<file path="src/hw/rtl/ara_pkg.sv">
// Types and codes for the aliased register allocator.
// Used by the controller, the datapath and the top level.
`timescale 1ns / 1ps

package ara_pkg;

  typedef enum logic [2:0] {
    CMD_DEFINE     = 3'd0,
    CMD_ALLOC_SIZE = 3'd1,
    CMD_ALLOC_IDX  = 3'd2,
    CMD_FREE       = 3'd3,
    CMD_SET_TAG    = 3'd4
  } cmd_e;

  typedef enum logic [1:0] {
    ST_FREE   = 2'd0,
    ST_ALLOC  = 2'd1,
    ST_ALIAS  = 2'd2,
    ST_ABSENT = 2'd3
  } entry_st_e;

  typedef enum logic [1:0] {
    FSM_IDLE   = 2'd0,
    FSM_MATCH  = 2'd1,
    FSM_UPDATE = 2'd2
  } fsm_e;

  // Controller to datapath commands.
  typedef struct packed {
    logic load;    // capture the input transfer
    logic eval;    // search and register the selected entry
    logic commit;  // update the table and write the result register
  } ctl_t;

  localparam int unsigned AliasBits = 16;
  localparam int unsigned CountBits = 5;

endpackage

</file>
<file path="src/hw/rtl/ara_ctrl.sv">
// Controller for the aliased register allocator: command sequencing,
// input/output handshakes and output valid. Depends on ara_pkg.
`timescale 1ns / 1ps

module ara_ctrl (
  input  logic         clk_i,
  input  logic         rst_ni,
  input  logic         in_valid_i,
  output logic         in_stall_o,
  output logic         out_valid_o,
  input  logic         out_stall_i,
  output ara_pkg::ctl_t ctl_o
);
  import ara_pkg::*;

  fsm_e state_q, state_d;
  logic out_valid_q, out_valid_d;
  logic can_finish;
  logic in_ready;

  assign can_finish = !out_valid_q || !out_stall_i;

  always_comb begin
    in_ready = (state_q == FSM_IDLE) || ((state_q == FSM_UPDATE) && can_finish);
  end

  always_comb begin
    state_d = state_q;
    case (state_q)
      FSM_IDLE: begin
        if (in_valid_i) state_d = FSM_MATCH;
      end
      FSM_MATCH: begin
        state_d = FSM_UPDATE;
      end
      FSM_UPDATE: begin
        if (can_finish) state_d = in_valid_i ? FSM_MATCH : FSM_IDLE;
      end
      default: begin
        state_d = FSM_IDLE;
      end
    endcase
  end

  always_comb begin
    ctl_o.load   = in_ready && in_valid_i;
    ctl_o.eval   = (state_q == FSM_MATCH);
    ctl_o.commit = (state_q == FSM_UPDATE) && can_finish;
    in_stall_o   = !in_ready;
    out_valid_d  = ctl_o.commit || (out_valid_q && out_stall_i);
  end

  always_ff @(posedge clk_i or negedge rst_ni) begin
    if (!rst_ni) begin
      state_q     <= FSM_IDLE;
      out_valid_q <= 1'b0;
    end else begin
      state_q     <= state_d;
      out_valid_q <= out_valid_d;
    end
  end

  assign out_valid_o = out_valid_q;

endmodule

</file>
<file path="src/hw/rtl/ara_datapath.sv">
// Datapath for the aliased register allocator: register table, search,
// alias update and result register. Depends on ara_pkg.
`timescale 1ns / 1ps

module ara_datapath #(
  parameter int unsigned NUM_ENTRIES = 16,
  parameter int unsigned TAG_BITS    = 16
) (
  input  logic                              clk_i,
  input  logic                              rst_ni,
  input  ara_pkg::ctl_t                     ctl_i,
  input  logic                              cfg_we_i,
  input  logic [ara_pkg::CountBits-1:0]     cfg_wdata_i,
  input  logic [2:0]                        command_i,
  input  logic [3:0]                        reg_index_i,
  input  logic [7:0]                        width_code_i,
  input  logic [2:0]                        deref_level_i,
  input  logic [ara_pkg::AliasBits-1:0]     alias_mask_i,
  input  logic                              exists_i,
  input  logic [15:0]                       tag_i,
  output logic                              failed_o,
  output logic [3:0]                        granted_index_o
);
  import ara_pkg::*;

  localparam int unsigned IW = $clog2(NUM_ENTRIES);

  // Table
  entry_st_e            status_q [NUM_ENTRIES];
  entry_st_e            status_d [NUM_ENTRIES];
  logic [TAG_BITS-1:0]  etag_q   [NUM_ENTRIES];
  logic [TAG_BITS-1:0]  etag_d   [NUM_ENTRIES];
  logic [7:0]           width_q  [NUM_ENTRIES];
  logic [2:0]           level_q  [NUM_ENTRIES];
  logic [AliasBits-1:0] alias_q  [NUM_ENTRIES];

  logic [CountBits-1:0] active_q;

  // Captured command
  cmd_e           cmd_q;
  logic [3:0]     idx_q;
  logic [7:0]     wcode_q;
  logic [2:0]     lvl_q;
  logic [AliasBits-1:0] amask_q;
  logic           exists_q;
  logic [15:0]    tagin_q;

  // Search result
  logic [IW-1:0]  sel_q, sel_d;
  logic           ok_q, ok_d;

  logic                      failed_q;
  logic [3:0]                granted_q;

  logic [5:0]                act6, eff_n, lim;
  logic                      valid_idx;
  logic [IW+3:0]             idx_ext;
  logic [IW-1:0]             idx_e;
  logic [IW+3:0]             sel_ext;
  logic [NUM_ENTRIES-1:0]    scan_hit;
  logic [IW-1:0]             upd_idx;
  logic [AliasBits-1:0]      upd_mask;
  logic [NUM_ENTRIES+AliasBits-1:0] mask_ext;
  logic [NUM_ENTRIES-1:0]    alias_hit;
  logic [TAG_BITS+15:0]      tag_ext;
  logic [TAG_BITS-1:0]       tag_val;
  logic                      is_alloc;

  assign act6      = {1'b0, active_q};
  assign eff_n     = (act6 > 6'(NUM_ENTRIES)) ? 6'(NUM_ENTRIES) : act6;
  assign lim       = (eff_n > 6'd16) ? 6'd16 : eff_n;
  assign valid_idx = ({2'b00, idx_q} < 6'(NUM_ENTRIES));
  assign idx_ext   = {{IW{1'b0}}, idx_q};
  assign idx_e     = idx_ext[IW-1:0];
  assign sel_ext   = {4'b0000, sel_q};
  assign tag_ext   = {{TAG_BITS{1'b0}}, tagin_q};
  assign tag_val   = tag_ext[TAG_BITS-1:0];
  assign is_alloc  = (cmd_q == CMD_ALLOC_SIZE) || (cmd_q == CMD_ALLOC_IDX);

  // Search: lowest free entry matching width, with level >= requested.
  always_comb begin
    for (int i = 0; i < NUM_ENTRIES; i++) begin
      scan_hit[i] = (6'(i) < eff_n) && (status_q[i] == ST_FREE) &&
                    (width_q[i] == wcode_q) && (level_q[i] >= lvl_q);
    end
  end

  always_comb begin
    sel_d = '0;
    ok_d  = 1'b0;
    case (cmd_q)
      CMD_ALLOC_SIZE: begin
        ok_d = |scan_hit;
        for (int i = NUM_ENTRIES - 1; i >= 0; i--) begin
          if (scan_hit[i]) sel_d = IW'(i);
        end
      end
      CMD_ALLOC_IDX: begin
        sel_d = idx_e;
        ok_d  = valid_idx && (status_q[idx_e] == ST_FREE);
      end
      default: begin
        sel_d = '0;
        ok_d  = 1'b0;
      end
    endcase
  end

  // Alias set of the addressed entry.
  assign upd_idx  = is_alloc ? sel_q : idx_e;
  assign upd_mask = alias_q[upd_idx];
  assign mask_ext = {{NUM_ENTRIES{1'b0}}, upd_mask};

  always_comb begin
    for (int b = 0; b < NUM_ENTRIES; b++) begin
      alias_hit[b] = mask_ext[b] && (6'(b) < lim) && (status_q[b] != ST_ABSENT);
    end
  end

  always_comb begin
    status_d = status_q;
    etag_d   = etag_q;
    case (cmd_q)
      CMD_DEFINE: begin
        if (valid_idx) status_d[idx_e] = exists_q ? ST_FREE : ST_ABSENT;
      end
      CMD_ALLOC_SIZE, CMD_ALLOC_IDX: begin
        if (ok_q) begin
          for (int b = 0; b < NUM_ENTRIES; b++) begin
            if (alias_hit[b]) begin
              status_d[b] = ST_ALIAS;
              etag_d[b]   = '0;
            end
          end
          if (!alias_hit[sel_q]) status_d[sel_q] = ST_ALLOC;
        end
      end
      CMD_FREE: begin
        if (valid_idx) begin
          for (int b = 0; b < NUM_ENTRIES; b++) begin
            if (alias_hit[b]) status_d[b] = ST_FREE;
          end
          status_d[idx_e] = ST_FREE;
        end
      end
      CMD_SET_TAG: begin
        if (valid_idx) begin
          for (int b = 0; b < NUM_ENTRIES; b++) begin
            if (alias_hit[b]) begin
              status_d[b] = ST_ALIAS;
              etag_d[b]   = tag_val;
            end
          end
        end
      end
      default: begin
        status_d = status_q;
      end
    endcase
  end

  always_ff @(posedge clk_i or negedge rst_ni) begin
    if (!rst_ni) begin
      active_q <= CountBits'(16);
      for (int i = 0; i < NUM_ENTRIES; i++) begin
        status_q[i] <= ST_ABSENT;
        etag_q[i]   <= '0;
      end
    end else begin
      if (cfg_we_i) active_q <= cfg_wdata_i;
      if (ctl_i.commit) begin
        status_q <= status_d;
        etag_q   <= etag_d;
      end
    end
  end

  always_ff @(posedge clk_i) begin
    if (ctl_i.commit && (cmd_q == CMD_DEFINE) && valid_idx) begin
      width_q[idx_e] <= wcode_q;
      level_q[idx_e] <= lvl_q;
      alias_q[idx_e] <= amask_q;
    end
  end

  always_ff @(posedge clk_i) begin
    if (ctl_i.load) begin
      cmd_q    <= cmd_e'(command_i);
      idx_q    <= reg_index_i;
      wcode_q  <= width_code_i;
      lvl_q    <= deref_level_i;
      amask_q  <= alias_mask_i;
      exists_q <= exists_i;
      tagin_q  <= tag_i;
    end
    if (ctl_i.eval) begin
      sel_q <= sel_d;
      ok_q  <= ok_d;
    end
    if (ctl_i.commit) begin
      failed_q  <= is_alloc && !ok_q;
      granted_q <= (is_alloc && ok_q) ? sel_ext[3:0] : 4'd0;
    end
  end

  assign failed_o        = failed_q;
  assign granted_index_o = granted_q;

endmodule

</file>
<file path="src/hw/rtl/aliased_register_allocator.sv">
// Aliased register allocator, top level: controller plus datapath.
// Depends on ara_pkg, ara_ctrl and ara_datapath.
//
// Usage: commands arrive on the input channel (in_valid_i / in_stall_o),
// one result per command leaves on the output channel
// (out_valid_o / out_stall_i). A transfer happens when valid is high and
// stall is low. active_count is written through cfg_we_i / cfg_wdata_i;
// the user must write it only while the block is idle (not enforced).
// Each command passes the MATCH state, which searches the table
// (parallel width/level compare and priority pick), and then the UPDATE
// state, which applies the alias update to the flop table and loads the
// result register.
// The next command is taken in the UPDATE state of the previous one, if
// the output register is empty or its result is taken in that cycle.
// Stall: if the receiver stalls with a result pending, the update of the
// next command holds in its UPDATE state and input stalls until the
// output register frees.
// Reset: every entry is absent, tags are zero, active_count is 16, no
// result is pending.
`timescale 1ns / 1ps

module aliased_register_allocator #(
  parameter int unsigned NUM_ENTRIES = 16,
  parameter int unsigned TAG_BITS    = 16
) (
  input  logic                          clk_i,
  input  logic                          rst_ni,
  input  logic                          cfg_we_i,
  input  logic [ara_pkg::CountBits-1:0] cfg_wdata_i,
  input  logic                          in_valid_i,
  output logic                          in_stall_o,
  input  logic [2:0]                    command_i,
  input  logic [3:0]                    reg_index_i,
  input  logic [7:0]                    width_code_i,
  input  logic [2:0]                    deref_level_i,
  input  logic [ara_pkg::AliasBits-1:0] alias_mask_i,
  input  logic                          exists_i,
  input  logic [15:0]                   tag_i,
  output logic                          out_valid_o,
  input  logic                          out_stall_i,
  output logic                          failed_o,
  output logic [3:0]                    granted_index_o
);
  import ara_pkg::*;

  ctl_t ctl;

  ara_ctrl u_ctrl (
    .clk_i       (clk_i),
    .rst_ni      (rst_ni),
    .in_valid_i  (in_valid_i),
    .in_stall_o  (in_stall_o),
    .out_valid_o (out_valid_o),
    .out_stall_i (out_stall_i),
    .ctl_o       (ctl)
  );

  ara_datapath #(
    .NUM_ENTRIES (NUM_ENTRIES),
    .TAG_BITS    (TAG_BITS)
  ) u_datapath (
    .clk_i           (clk_i),
    .rst_ni          (rst_ni),
    .ctl_i           (ctl),
    .cfg_we_i        (cfg_we_i),
    .cfg_wdata_i     (cfg_wdata_i),
    .command_i       (command_i),
    .reg_index_i     (reg_index_i),
    .width_code_i    (width_code_i),
    .deref_level_i   (deref_level_i),
    .alias_mask_i    (alias_mask_i),
    .exists_i        (exists_i),
    .tag_i           (tag_i),
    .failed_o        (failed_o),
    .granted_index_o (granted_index_o)
  );

endmodule

</file>
<file path="config.mk">
export PLATFORM = sky130hd
export DESIGN_NAME = aliased_register_allocator
export DESIGN_NICKNAME = d
export VERILOG_FILES = /design/src/hw/rtl/ara_pkg.sv /design/src/hw/rtl/ara_ctrl.sv /design/src/hw/rtl/ara_datapath.sv /design/src/hw/rtl/aliased_register_allocator.sv
export SDC_FILE = /design/constraint.sdc
export NUM_CORES = 1
export LEC_CHECK = 0
export BUFFER_PORTS_ARGS = -buffer_cell sky130_fd_sc_hd__buf_2
export CAP_MARGIN = 30
export CORE_AREA = 2 2 178 250
export CTS_CLUSTER_SIZE = 25
export DETAILED_ROUTE_END_ITERATION = 12
export DIE_AREA = 0 0 180 252
export PLACE_DENSITY = 0.71
export REMOVE_ABC_BUFFERS = 1
export SYNTH_ARGS = -nofsm -noshare
export SYNTH_HDL_FRONTEND = slang
export SYNTH_SLANG_ARGS = --single-unit
export TNS_END_PERCENT = 10
</file>
<file path="constraint.sdc">
create_clock -name clk_i -period 4.35 [get_ports clk_i]
set_clock_uncertainty 0.15 [all_clocks]
set_input_delay 0.6525 -clock clk_i [delete_from_list [all_inputs] [get_ports clk_i]]
set_output_delay 0.6525 -clock clk_i [all_outputs]
set_load 0.005 [all_outputs]
</file>
# Yosys cells after proc, flatten, opt, wreduce, memory -nomap -nowiden
# Memories as Yosys holds them, arrays and structs flattened.
# Index checks and enable logic that the tools add are counted.
# W data, S select, Z words.
[totals]
register_bits = 85
ram_bits = 432
inputBits = 61
out_inout_bits = 7
word_cells = 376
n_memories = 3
[mem_list]
columns = ["memory", "depth", "word_bits", "read_ports", "rd_ports_with_merged_regs", "write_ports", "line_no", "rtl"]
rows = [
  ["u_datapath.alias_q", 16, 16, 1, 0, 1, "ara_datapath.sv:35", "logic [AliasBits-1:0] alias_q [NUM_ENTRIES];"],
  ["u_datapath.width_q", 16, 8, 16, 0, 1, "ara_datapath.sv:33", "logic [7:0] width_q [NUM_ENTRIES];"],
  ["u_datapath.level_q", 16, 3, 16, 0, 1, "ara_datapath.sv:34", "logic [2:0] level_q [NUM_ENTRIES];"],
]
[op_classes]
order_cmp = 55
n_eq_ne = 41
mux = 121
bitwise = 7
reduce_logical = 120
[ops]
columns = ["op", "n"]
rows = [
  ["$mux W2", 87],
  ["$eq A8 B8 Y1", 16],
  ["$pmux W32 S4", 1],
  ["$lt A4 B6 Y1 const A", 16],
  ["$logic_and A1 B1 Y1", 88],
  ["$mux W4", 17],
  ["$mux W32", 2],
  ["$ge A3 B3 Y1", 16],
  ["$lt A3 B6 Y1 const A", 8],
  ["$logic_not A2 Y1", 18],
  ["$ne A2 B2 Y1 const B", 17],
  ["$and A32 B32 Y32", 1],
  ["$bwmux W32", 1],
  ["$not A32 Y32", 1],
  ["$lt A1 B6 Y1 const A", 4],
  ["$lt A2 B6 Y1 const A", 4],
  ["$and A16 B16 Y16", 1],
  ["$demux W2 S4", 2],
  ["$not A16 Y16", 1],
  ["$or A16 B16 Y16", 1],
  ["$reduce_or A16 Y1", 1],
  ["$ge A5 B5 Y1 const B", 2],
  ["$lt A5 B1 Y1 const B", 2],
  ["$not A4 Y5", 2],
  ["24 further kinds", 35],
]

# Depth between registers and ports, before layout
# Gate-level depths: netlist of run 1.
[depth]
word_depth = 23
ltp_mapped = 13
ltp_nobuf = 10

# Hierarchy
# From an unflattened synthesis of run 1, not the netlist that was laid out.
[unflattened]
cells_unflattened = 1785
hier_area_um2 = 24319.6
[modules_own_cells]
columns = ["mod", "instances", "cells_each", "area_per_inst_um2", "seq_area_each_um2"]
rows = [
  ["ara_datapath", 1, 1771, 24171.9, 15290.9],
  ["ara_ctrl", 1, 14, 147.6, 75.1],
]

# Worst setup path after synthesis of run 1
# OpenSTA, ideal clock, no wires.
[synth_timing]
path_type = "input-to-reg"
start = "input out_stall_i"
end = "memory u_datapath.alias_q[5][0] (enable)"
setup_time_ns = 0.445
arrival_ns = 3.307
required_ns = 3.755
setup_slack_ns = 0.448
cell_stages = 3
path_buffers = 0
cell_sequence = "a21oi_1 > nand3_1 > nor3_1"
[synth_via]
elab_chain_len = 6
[synth_lines]
columns = ["item", "line_no", "rtl"]
rows = [
  ["from (decl)", "aliased_register_allocator.sv:40", "input logic out_stall_i,"],
  ["$logic_not A1 Y1", "ara_ctrl.sv:21", "assign can_finish = !out_valid_q || !out_stall_i;"],
  ["$logic_or A1 B1 Y1", "ara_ctrl.sv:21", ""],
  ["$logic_and A1 B1 Y1", "ara_ctrl.sv:48", "ctl_o.commit = (state_q == FSM_UPDATE) && can_finish;"],
  ["$logic_and A1 B1 Y1", "ara_datapath.sv:179", "if (ctl_i.commit && (cmd_q == CMD_DEFINE) && valid_idx) begin"],
  ["$mux W1", "ara_datapath.sv:179", ""],
  ["$mux W1 (implied by the code)", "ara_datapath.sv:182", "alias_q[idx_e] <= amask_q;"],
  ["to (decl)", "ara_datapath.sv:35", ""],
]
# No other way between the ends.

==> results of run 1 <==
==> repair_timing <==
action | in CTS | in global routing
endpoints found under the hold margin | 3 | 0
setup buffers | 0 | 0
hold buffers | 1 | 0
==> stage by stage <==
stage               std cells  TNS (ps)  utilization  power (W)
finish                   2434         0        0.619     0.0115
global route             2434         0        0.619     0.0119
CTS                      2434         0        0.619     0.0115
detailed placement       2347         0        0.584    0.00753
global placement         2345         0        0.583    0.00749
floorplan                1645    -18230            -    0.00681
==> power by group through the flow <==
| stage | sequential (W) | combinational, W | clock, W |
|---|---|---|---|
| 2_1_floorplan | 0.00596 | 0.000855 | 0 |
| 3_3_place_gp | 0.00598 | 0.00151 | 0 |
| 5_1_grt | 0.00591 | 0.00167 | 0.00429 |
| 3_5_place_dp | 0.00599 | 0.00154 | 0 |
| 6_report | 0.00590 | 0.00157 | 0.00406 |
| 4_1_cts | 0.00589 | 0.00155 | 0.00411 |
==> worst register-to-register path, cell delays in order, from the launching register on <==
cell       delay (ps)
edfxtp_1          630
xor2_4            540
nand3_2           240
a211oi_2          910
buf_4             300
nand3_1            80
o2111ai_1         180
o31ai_1           200
o311a_1           320
nor3_1            190
==> layout make-up <==
class	count	area share
Clock buffer	61	0.0479
Sequential cell	517	0.579
Multi-Input combinational cell	1091	0.292
Timing Repair Buffer	151	0.0422
Tap cell	552	0.0260
Clock inverter	25	0.00787
Inverter	37	0.00523
==> sequential cells by signal (all words and copies together) (netlist names), 2 cells and up, named ones only <==
| register | cells |
|---|---|
| u_datapath.alias_q | 256 |
| u_datapath.width_q | 128 |
| u_datapath.amask_q | 16 |
| u_datapath.wcode_q | 8 |
| u_datapath.level_q | 48 |
| u_datapath.cmd_q | 3 |
| u_datapath.lvl_q | 3 |
| u_datapath.idx_e | 4 |
| u_ctrl.state_q | 2 |
| u_datapath.sel_q | 4 |
| u_datapath.active_q | 5 |
| u_datapath.granted_index_o | 4 |
==> worst max-delay path by stage <==
stage / startpoint / end / slack [ps] / depth (start not counted)
CTS: u_datapath.cmd_q[0]$_DFFE_PP_ / flop / 560 / 9
detailed placement: u_datapath.cmd_q[0]$_DFFE_PP_ / flop / 560 / 9
global route: u_datapath.cmd_q[0]$_DFFE_PP_ / flop / 320 / 9
global placement: u_datapath.cmd_q[0]$_DFFE_PP_ / flop / 640 / 9
floorplan: u_datapath.cmd_q[0]$_DFFE_PP_ / flop / -880 / 8
finish: u_datapath.cmd_q[0]$_DFFE_PP_ / flop / 550 / 9
==> metal layers <==
| metal | GRT usage | wire length, um | up-vias |
|---|---|---|---|
| li1 | - | - | 6970 |
| met1 | 0.348 | 24600 | 7841 |
| met2 | 0.524 | 34600 | 695 |
| met3 | 0.0394 | 3880 | 191 |
| met4 | 0.149 | 3460 | 0 |
| met5 | 0 | 0 | - |
==> synth_stat cells, drive strengths merged (7+ instances only) <==
| master | n | area (um2) |
|---|---|---|
| edfxtp | 477 | 14300 |
| a21oi | 66 | 353 |
| o21ai | 85 | 429 |
| o21a | 7 | 52.6 |
| a311oi | 8 | 70.1 |
| o31ai | 10 | 85.1 |
| nor2b | 12 | 75.1 |
| a22oi | 13 | 97.6 |
| nand3 | 55 | 293 |
| nand2b | 35 | 219 |
| o311a | 7 | 70.1 |
| inv | 37 | 139 |
| dfrtp | 7 | 175 |
| o2111ai | 8 | 70.1 |
| a32oi | 10 | 87.6 |
| a211oi | 37 | 283 |
| a21o | 19 | 143 |
| mux2 | 19 | 214 |
| nand2 | 114 | 430 |
| dfstp | 33 | 867 |
| nor3 | 45 | 246 |
| and3 | 46 | 288 |
| ha | 48 | 601 |
| o211ai | 13 | 97.6 |
| nor2 | 71 | 274 |
| nand4 | 17 | 106 |
| nor4 | 28 | 175 |
| a2111oi | 20 | 175 |
| buf | 45 | 250 |
| mux2i | 45 | 450 |
| a31oi | 22 | 138 |
| xor2 | 63 | 571 |
| clkbuf | 55 | 206 |
| xnor2 | 69 | 623 |
==> logic make-up (layout without fill, tap and decap cells) <==
family	count (synthesis)	count (layout)	synth area share
fa+ha+maj	48	48	0.0255
buf+inv	137	274	0.0253
xor+xnor	132	132	0.0507
compound gates	398	398	0.119
mux	67	67	0.0311
simple gates	446	446	0.0963
flops	517	517	0.652
==> run_results.csv, run 1 <==
group,metric,value,unit
placed_design,dpl.hpwl,45200,um
sta,rsz0062_at_grt,"no",
hold_path,hold_class,"in -> reg",
pwr,internal-power,0.00848,W
critical_path,worst-path-buf-inv,1,
sta,fin_crit,3800,ps
synthesis,ys_ff_latch,517,
sta,fmax,263,MHz
global_routing,grt_max_degree,40,
sta,whs,89.2,ps
critical_path,reg2reg_depth,9,
final_layout,multi_input_area,7750,um2
critical_path,cp-start-kind,"flop",
synthesis,synth_area,23600,um2
pwr,p_leak,9.21,nW
sta,setup_viol,0,
synthesis,synth-seq-area-share,0.652,
drt,vias,15700,
critical_path,cp_max_fo,12,
placed_design,place_congestion,0.973,
hold_path,min_to,"u_datapath.amask_q[0]$_DFFE_PP_",
critical_path,critPathArrivalTime,4160,ps
clock_tree,tritoncts,"yes",
synthesis,ys.flop_type,"edfxtp_1",
pwr,pwr-share-comb,0.136,
hold_path,hp-start,"alias_mask_i[0]",
floorplan,initial_core_util,0.549,
pwr,swShare,0.264,
clock_tree,clk_pin_slew,70,ps
floorplan,die_w,180,um
outcome,status,"complete, no violations",
final_layout,seq_area,15400,um2
clock_tree,root_buffer,"clkbuf_16",
global_routing,grt_pass1_vias,15800,
critical_path,required,4710,ps
final_layout,final_common_cell,"edfxtp_1",
clock_tree,htreeDepth,2,
floorplan,design.die.area,45400,um2
sta,timing.slew.headroom,0.297,
synthesis,synth.avg_cell_area,13.5,um2
drt,drtIter0Drc,1678,
sta,fin_crit_sh,0.874,
clock_tree,clock-sinks,517,
floorplan,core-area,42900,um2
synthesis,synth-async-reset-ratio,0.0774,
critical_path,cp_cell_sequence,"xor2_4 -> nand3_2 -> a211oi_2 -> buf_4 -> nand3_1 -> o2111ai_1 -> o31ai_1 -> o311a_1 -> nor3_1",
critical_path,end_kind,"flop",
hold_path,min_delay_path_depth,1,
clock_tree,cts_buffers,48,
floorplan,die_h,252,um
drt,drcViolationCount,0,
synthesis,ys_types,85,
global_routing,gr-total-overflow,0,
synthesis,yosys_warnings,0,
final_layout,area_delta_synth_final,12.7,%
pwr,power_frac_seq,0.512,
final_layout,layout_common_cells,"edfxtp_1, nand2_1, buf_4",
flow_run,maxCapViolCount,0,
global_routing,grt_pass1_wl,99100,um
clock_tree,cts.repair.resized,0,
global_routing,grt_usage,0.294,
critical_path,ff2ff_setup_slack,550,ps
critical_path,slowest_stage,"a211oi_2",
critical_path,crit_family,"compound AO/OA/AOI/OAI gates",
global_routing,antenna_found_initial,0,
pwr,cellPowerDensity,434,nW/um2
final_layout,drive_gt1_frac,0.170,
final_layout,stdcell_area,26500,um2
synthesis,synth_edf_count,477,
critical_path,r2r_start,"u_datapath.cmd_q[0]$_DFFE_PP_",
drt,ant_nets,0,
final_layout,fill_cells,3236,
final_layout,final_nets,1955,
placed_design,place_area,25100,um2
floorplan,ios,68,
sta,final-hold-violation-count,0,
sta,tightest_slew,1050,ps
clock_tree,insertion_delay,590,ps
drt,wirelength,66500,um
pwr,p_sw,0.00304,W
final_layout,n_antenna_cell,0,
critical_path,critical_path_class,"reg -> reg",
pwr,max-vdd-ir-drop,386,uV
drt,firstDrtPassIters,6,
sta,maxSlewViolCount,0,
drt,via_per_inst,6.45,
synthesis,syn-instance-count,1745,
placed_design,dp_worst_setup_slack,556,ps
drt,wl_per_cell,27.3,um
clock_tree,cts_buffer_depth,3,
placed_design,placement.io_buffers,51,
critical_path,crit_path_max_incr_delay,910,ps
sta,setup_ws,549,ps
pwr,power.share.clock,0.352,
floorplan,rows,90,
No activity file was read; power rests on OpenSTA's default activity.
==> run 2, diff against run 1 <==
--- a/config.mk
+++ b/config.mk
@@ -5,12 +5,13 @@
 export SDC_FILE = /design/constraint.sdc
 export NUM_CORES = 1
 export LEC_CHECK = 0
+export ABC_AREA = 1
 export BUFFER_PORTS_ARGS = -buffer_cell sky130_fd_sc_hd__buf_2
 export CAP_MARGIN = 30
-export CORE_AREA = 2 2 178 250
+export CORE_AREA = 2 2 182 255
 export CTS_CLUSTER_SIZE = 25
 export DETAILED_ROUTE_END_ITERATION = 12
-export DIE_AREA = 0 0 180 252
+export DIE_AREA = 0 0 184 257
 export PLACE_DENSITY = 0.71
 export REMOVE_ABC_BUFFERS = 1
 export SYNTH_ARGS = -nofsm -noshare
==> run 2 against run 1 <==
Against the previous run:
- combinational power is 25% higher
- flip-flop and latch count stayed put
- routed wire length increased by 3.1%
- worst setup slack got worse by 120 ps
- cell count up 30%
- area after synthesis grew 4.2%
- maximum frequency down 3.0%
- non-clock buffer count is 16 lower
- clock power increased by 12%
- first-iteration DRC count rose by 4.4%
- die area grew 4.3%
- largest cell class unchanged
- largest power group unchanged
==> run_results.csv, run 2 <==
group,metric,value,unit
placed_design,place_congestion,0.983,
final_layout,final_common_cell,"nand2_1",
synthesis,synthTopCellsByCount,"nand2_1, edfxtp_1, inv_1",
critical_path,end_kind,"flop",
sta,final-hold-violation-count,0,
clock_tree,htreeDepth,2,
drt,drtIter0Drc,1751,
synthesis,yosysMostFrequentCell,"nand2_1",
pwr,max-vdd-ir-drop,338,uV
floorplan,core-area,44900,um2
floorplan,die_w,184,um
sta,fmax,255,MHz
synthesis,synth.avg_cell_area,9.99,um2
critical_path,cp_max_fo,20,
sta,fin_crit,3920,ps
sta,maxSlewViolCount,0,
global_routing,antenna_found_initial,0,
synthesis,ys.flop_type,"edfxtp_1",
synthesis,yosys_warnings,0,
global_routing,grt_pass1_vias,17700,
floorplan,initial_core_util,0.547,
global_routing,grt_usage,0.295,
final_layout,fin_cells,3167,
final_layout,multi_input_area,7460,um2
critical_path,critPathArrivalTime,4320,ps
sta,tightest_slew,914,ps
sta,setup_viol,0,
critical_path,cp-start-kind,"flop",
flow_run,maxCapViolCount,0,
synthesis,syn-instance-count,2458,
synthesis,synth-seq-area-share,0.626,
floorplan,rows,92,
drt,wirelength,68600,um
synthesis,synth_edf_count,477,
clock_tree,clk_pin_slew,60,ps
critical_path,crit_path_max_incr_delay,680,ps
sta,fin_crit_sh,0.901,
critical_path,cp_num_cells,21,
final_layout,seq_area,15400,um2
critical_path,cp_cell_sequence,"inv_1 -> nand3_2 -> nand2_2 -> o21ai_4 -> buf_4 -> nand3_1 -> nand3_1 -> nand3_1 -> nand2_1 -> nand3_1 -> nand2_1 -> nor2_1 -> nor2_1 -> nor2_4 -> nand2_2 -> buf_4 -> nand2_1 -> nand3_1 -> nand3_1 -> nand2_1 -> inv_1",
synthesis,synth-async-reset-ratio,0.0774,
floorplan,ios,68,
clock_tree,cts_buffers,50,
synthesis,ys_top_cells_by_area,"edfxtp_1, nand2_1, nand3_1",
sta,timing.slew.headroom,0.389,
global_routing,gr-total-overflow,0,
placed_design,dpl.hpwl,44100,um
drt,vias,18200,
clock_tree,insertion_delay,610,ps
critical_path,critical_path_class,"reg -> reg",
clock_tree,tritoncts,"yes",
clock_tree,cts_buffer_depth,3,
floorplan,design.die.area,47300,um2
critical_path,required,4750,ps
synthesis,synth_area,24500,um2
sta,tns,0,ps
final_layout,n_antenna_cell,0,
critical_path,crit_start,"u_datapath.cmd_q[1]$_DFFE_PP_",
final_layout,top_regs,"u_datapath.alias_q x256, u_datapath.width_q x128, u_datapath.level_q x48",
pwr,cellPowerDensity,452,nW/um2
critical_path,slowest_stage,"o21ai_4",
synthesis,synth_top_area_share,0.583,
final_layout,regMostFlops,"u_datapath.alias_q",
critical_path,ff2ff_setup_slack,430,ps
floorplan,die_h,257,um
synthesis,ys_ff_latch,517,
critical_path,r2r_start,"u_datapath.cmd_q[1]$_DFFE_PP_",
critical_path,cpMostUsedCell,"nand3_1",
final_layout,fill_cells,3587,
drt,via_per_inst,5.73,
sta,rsz0062_at_grt,"no",
clock_tree,root_buffer,"clkbuf_16",
synthesis,ys_types,41,
final_layout,layout_common_cells,"nand2_1, edfxtp_1, inv_1",
final_layout,largest_reg_flops,256,
placed_design,dpl.cell_count,3070,
drt,ant_nets,0,
hold_path,hold_class,"in -> reg",
clock_tree,clock-sinks,517,
final_layout,final_nets,2671,
global_routing,grt_max_degree,58,
drt,wl_per_cell,21.7,um
sta,whs,59.6,ps
critical_path,crit_family,"simple AND/OR/NAND/NOR gates",
final_layout,drive_gt1_frac,0.112,
global_routing,grt_pass1_wl,103000,um
outcome,status,"complete, no violations",
pwr,p_leak,11.5,nW
critical_path,reg2reg_depth,21,
drt,drcViolationCount,0,
critical_path,worst-path-buf-inv,4,
drt,firstDrtPassIters,6,
final_layout,area_delta_synth_final,13.0,%
placed_design,placement.io_buffers,51,
synthesis,synth_area_leader_cell,"edfxtp_1",
[run 2: cell types whose count changed after synthesis, sizes merged, moves of 21 or more]
cell,previous run,this run
mux2i,45,0
and3,46,0
nor2,71,182
a211oi,37,2
clkbuf,55,34
inv,37,393
nand2,114,570
xnor2,69,22
nand3,55,326
nand2b,35,0
nor3,45,12
[run 2: area by class of cell]
type | instances | share of cell area
clock inverters | 38 | 0.0157
inverters | 395 | 0.0535
multi-input cells | 1463 | 0.269
flip-flops and latches | 517 | 0.554
well taps | 564 | 0.0255
clock buffers | 55 | 0.0458
repair buffers | 135 | 0.0366
[run 2: repair_timing]
action | in CTS | in global routing
hold endpoints to repair | 3 | 0
endpoints found under the setup margin | 0 | 31
hold buffers | 1 | 0
buffers inserted | 0 | 3
resized for setup | 0 | 0
[run 2: power breakdown]
part           internal (W)  switching, W  leakage [nW]
clock network       0.00261       0.00195         0.831
logic              0.000629       0.00133          5.93
registers           0.00575      0.000260          4.74
[run 2: worst min-delay path by stage]
stage | from | endpoint | slack [ps] | cells past startpoint
2_1_floorplan | rst_ni | u_ctrl.out_valid_o$_DFF_PN0_ | 210 | 0
3_3_place_gp | u_ctrl.out_valid_o$_DFF_PN0_ | u_ctrl.out_valid_o$_DFF_PN0_ | 360 | 2
3_5_place_dp | u_ctrl.out_valid_o$_DFF_PN0_ | u_ctrl.out_valid_o$_DFF_PN0_ | 380 | 2
4_1_cts | alias_mask_i[4] | u_datapath.amask_q[4]$_DFFE_PP_ | 40 | 1
5_1_grt | alias_mask_i[4] | u_datapath.amask_q[4]$_DFFE_PP_ | 40 | 1
6_report | width_code_i[7] | u_datapath.wcode_q[7]$_DFFE_PP_ | 60 | 1
[run 2: per-layer routing]
layer	GRT usage	share of wire	wire [um]
met1	0.352	0.36	25000
met2	0.512	0.51	34700
met3	0.0396	0.072	4920
met4	0.167	0.059	4020
met5	0	0	0
[run 2: logic make-up (layout without fill, tap and decap cells)]
family / Yosys count / count (layout) / share of synthesized area
AND/OR/NAND/NOR: 1153 / 1153 / 0.202
buffers and inverters: 478 / 623 / 0.0762
adder cells (fa/ha/maj): 48 / 48 / 0.0245
flip-flops: 517 / 517 / 0.626
XOR/XNOR: 70 / 70 / 0.0250
AO/OA/AOI/OAI: 192 / 192 / 0.0464
[run 2: through the flow]
step                       util  total power [W]  worst slack (ps)  cell area [um2]
after detailed placement  0.579          0.00802               280            26000
after CTS                 0.617           0.0125               201            27700
after floorplan               -          0.00727              -684            24200
after global routing      0.618           0.0130               170            27700
final                     0.618           0.0125               430            27700
after global placement    0.578          0.00796               282            26000
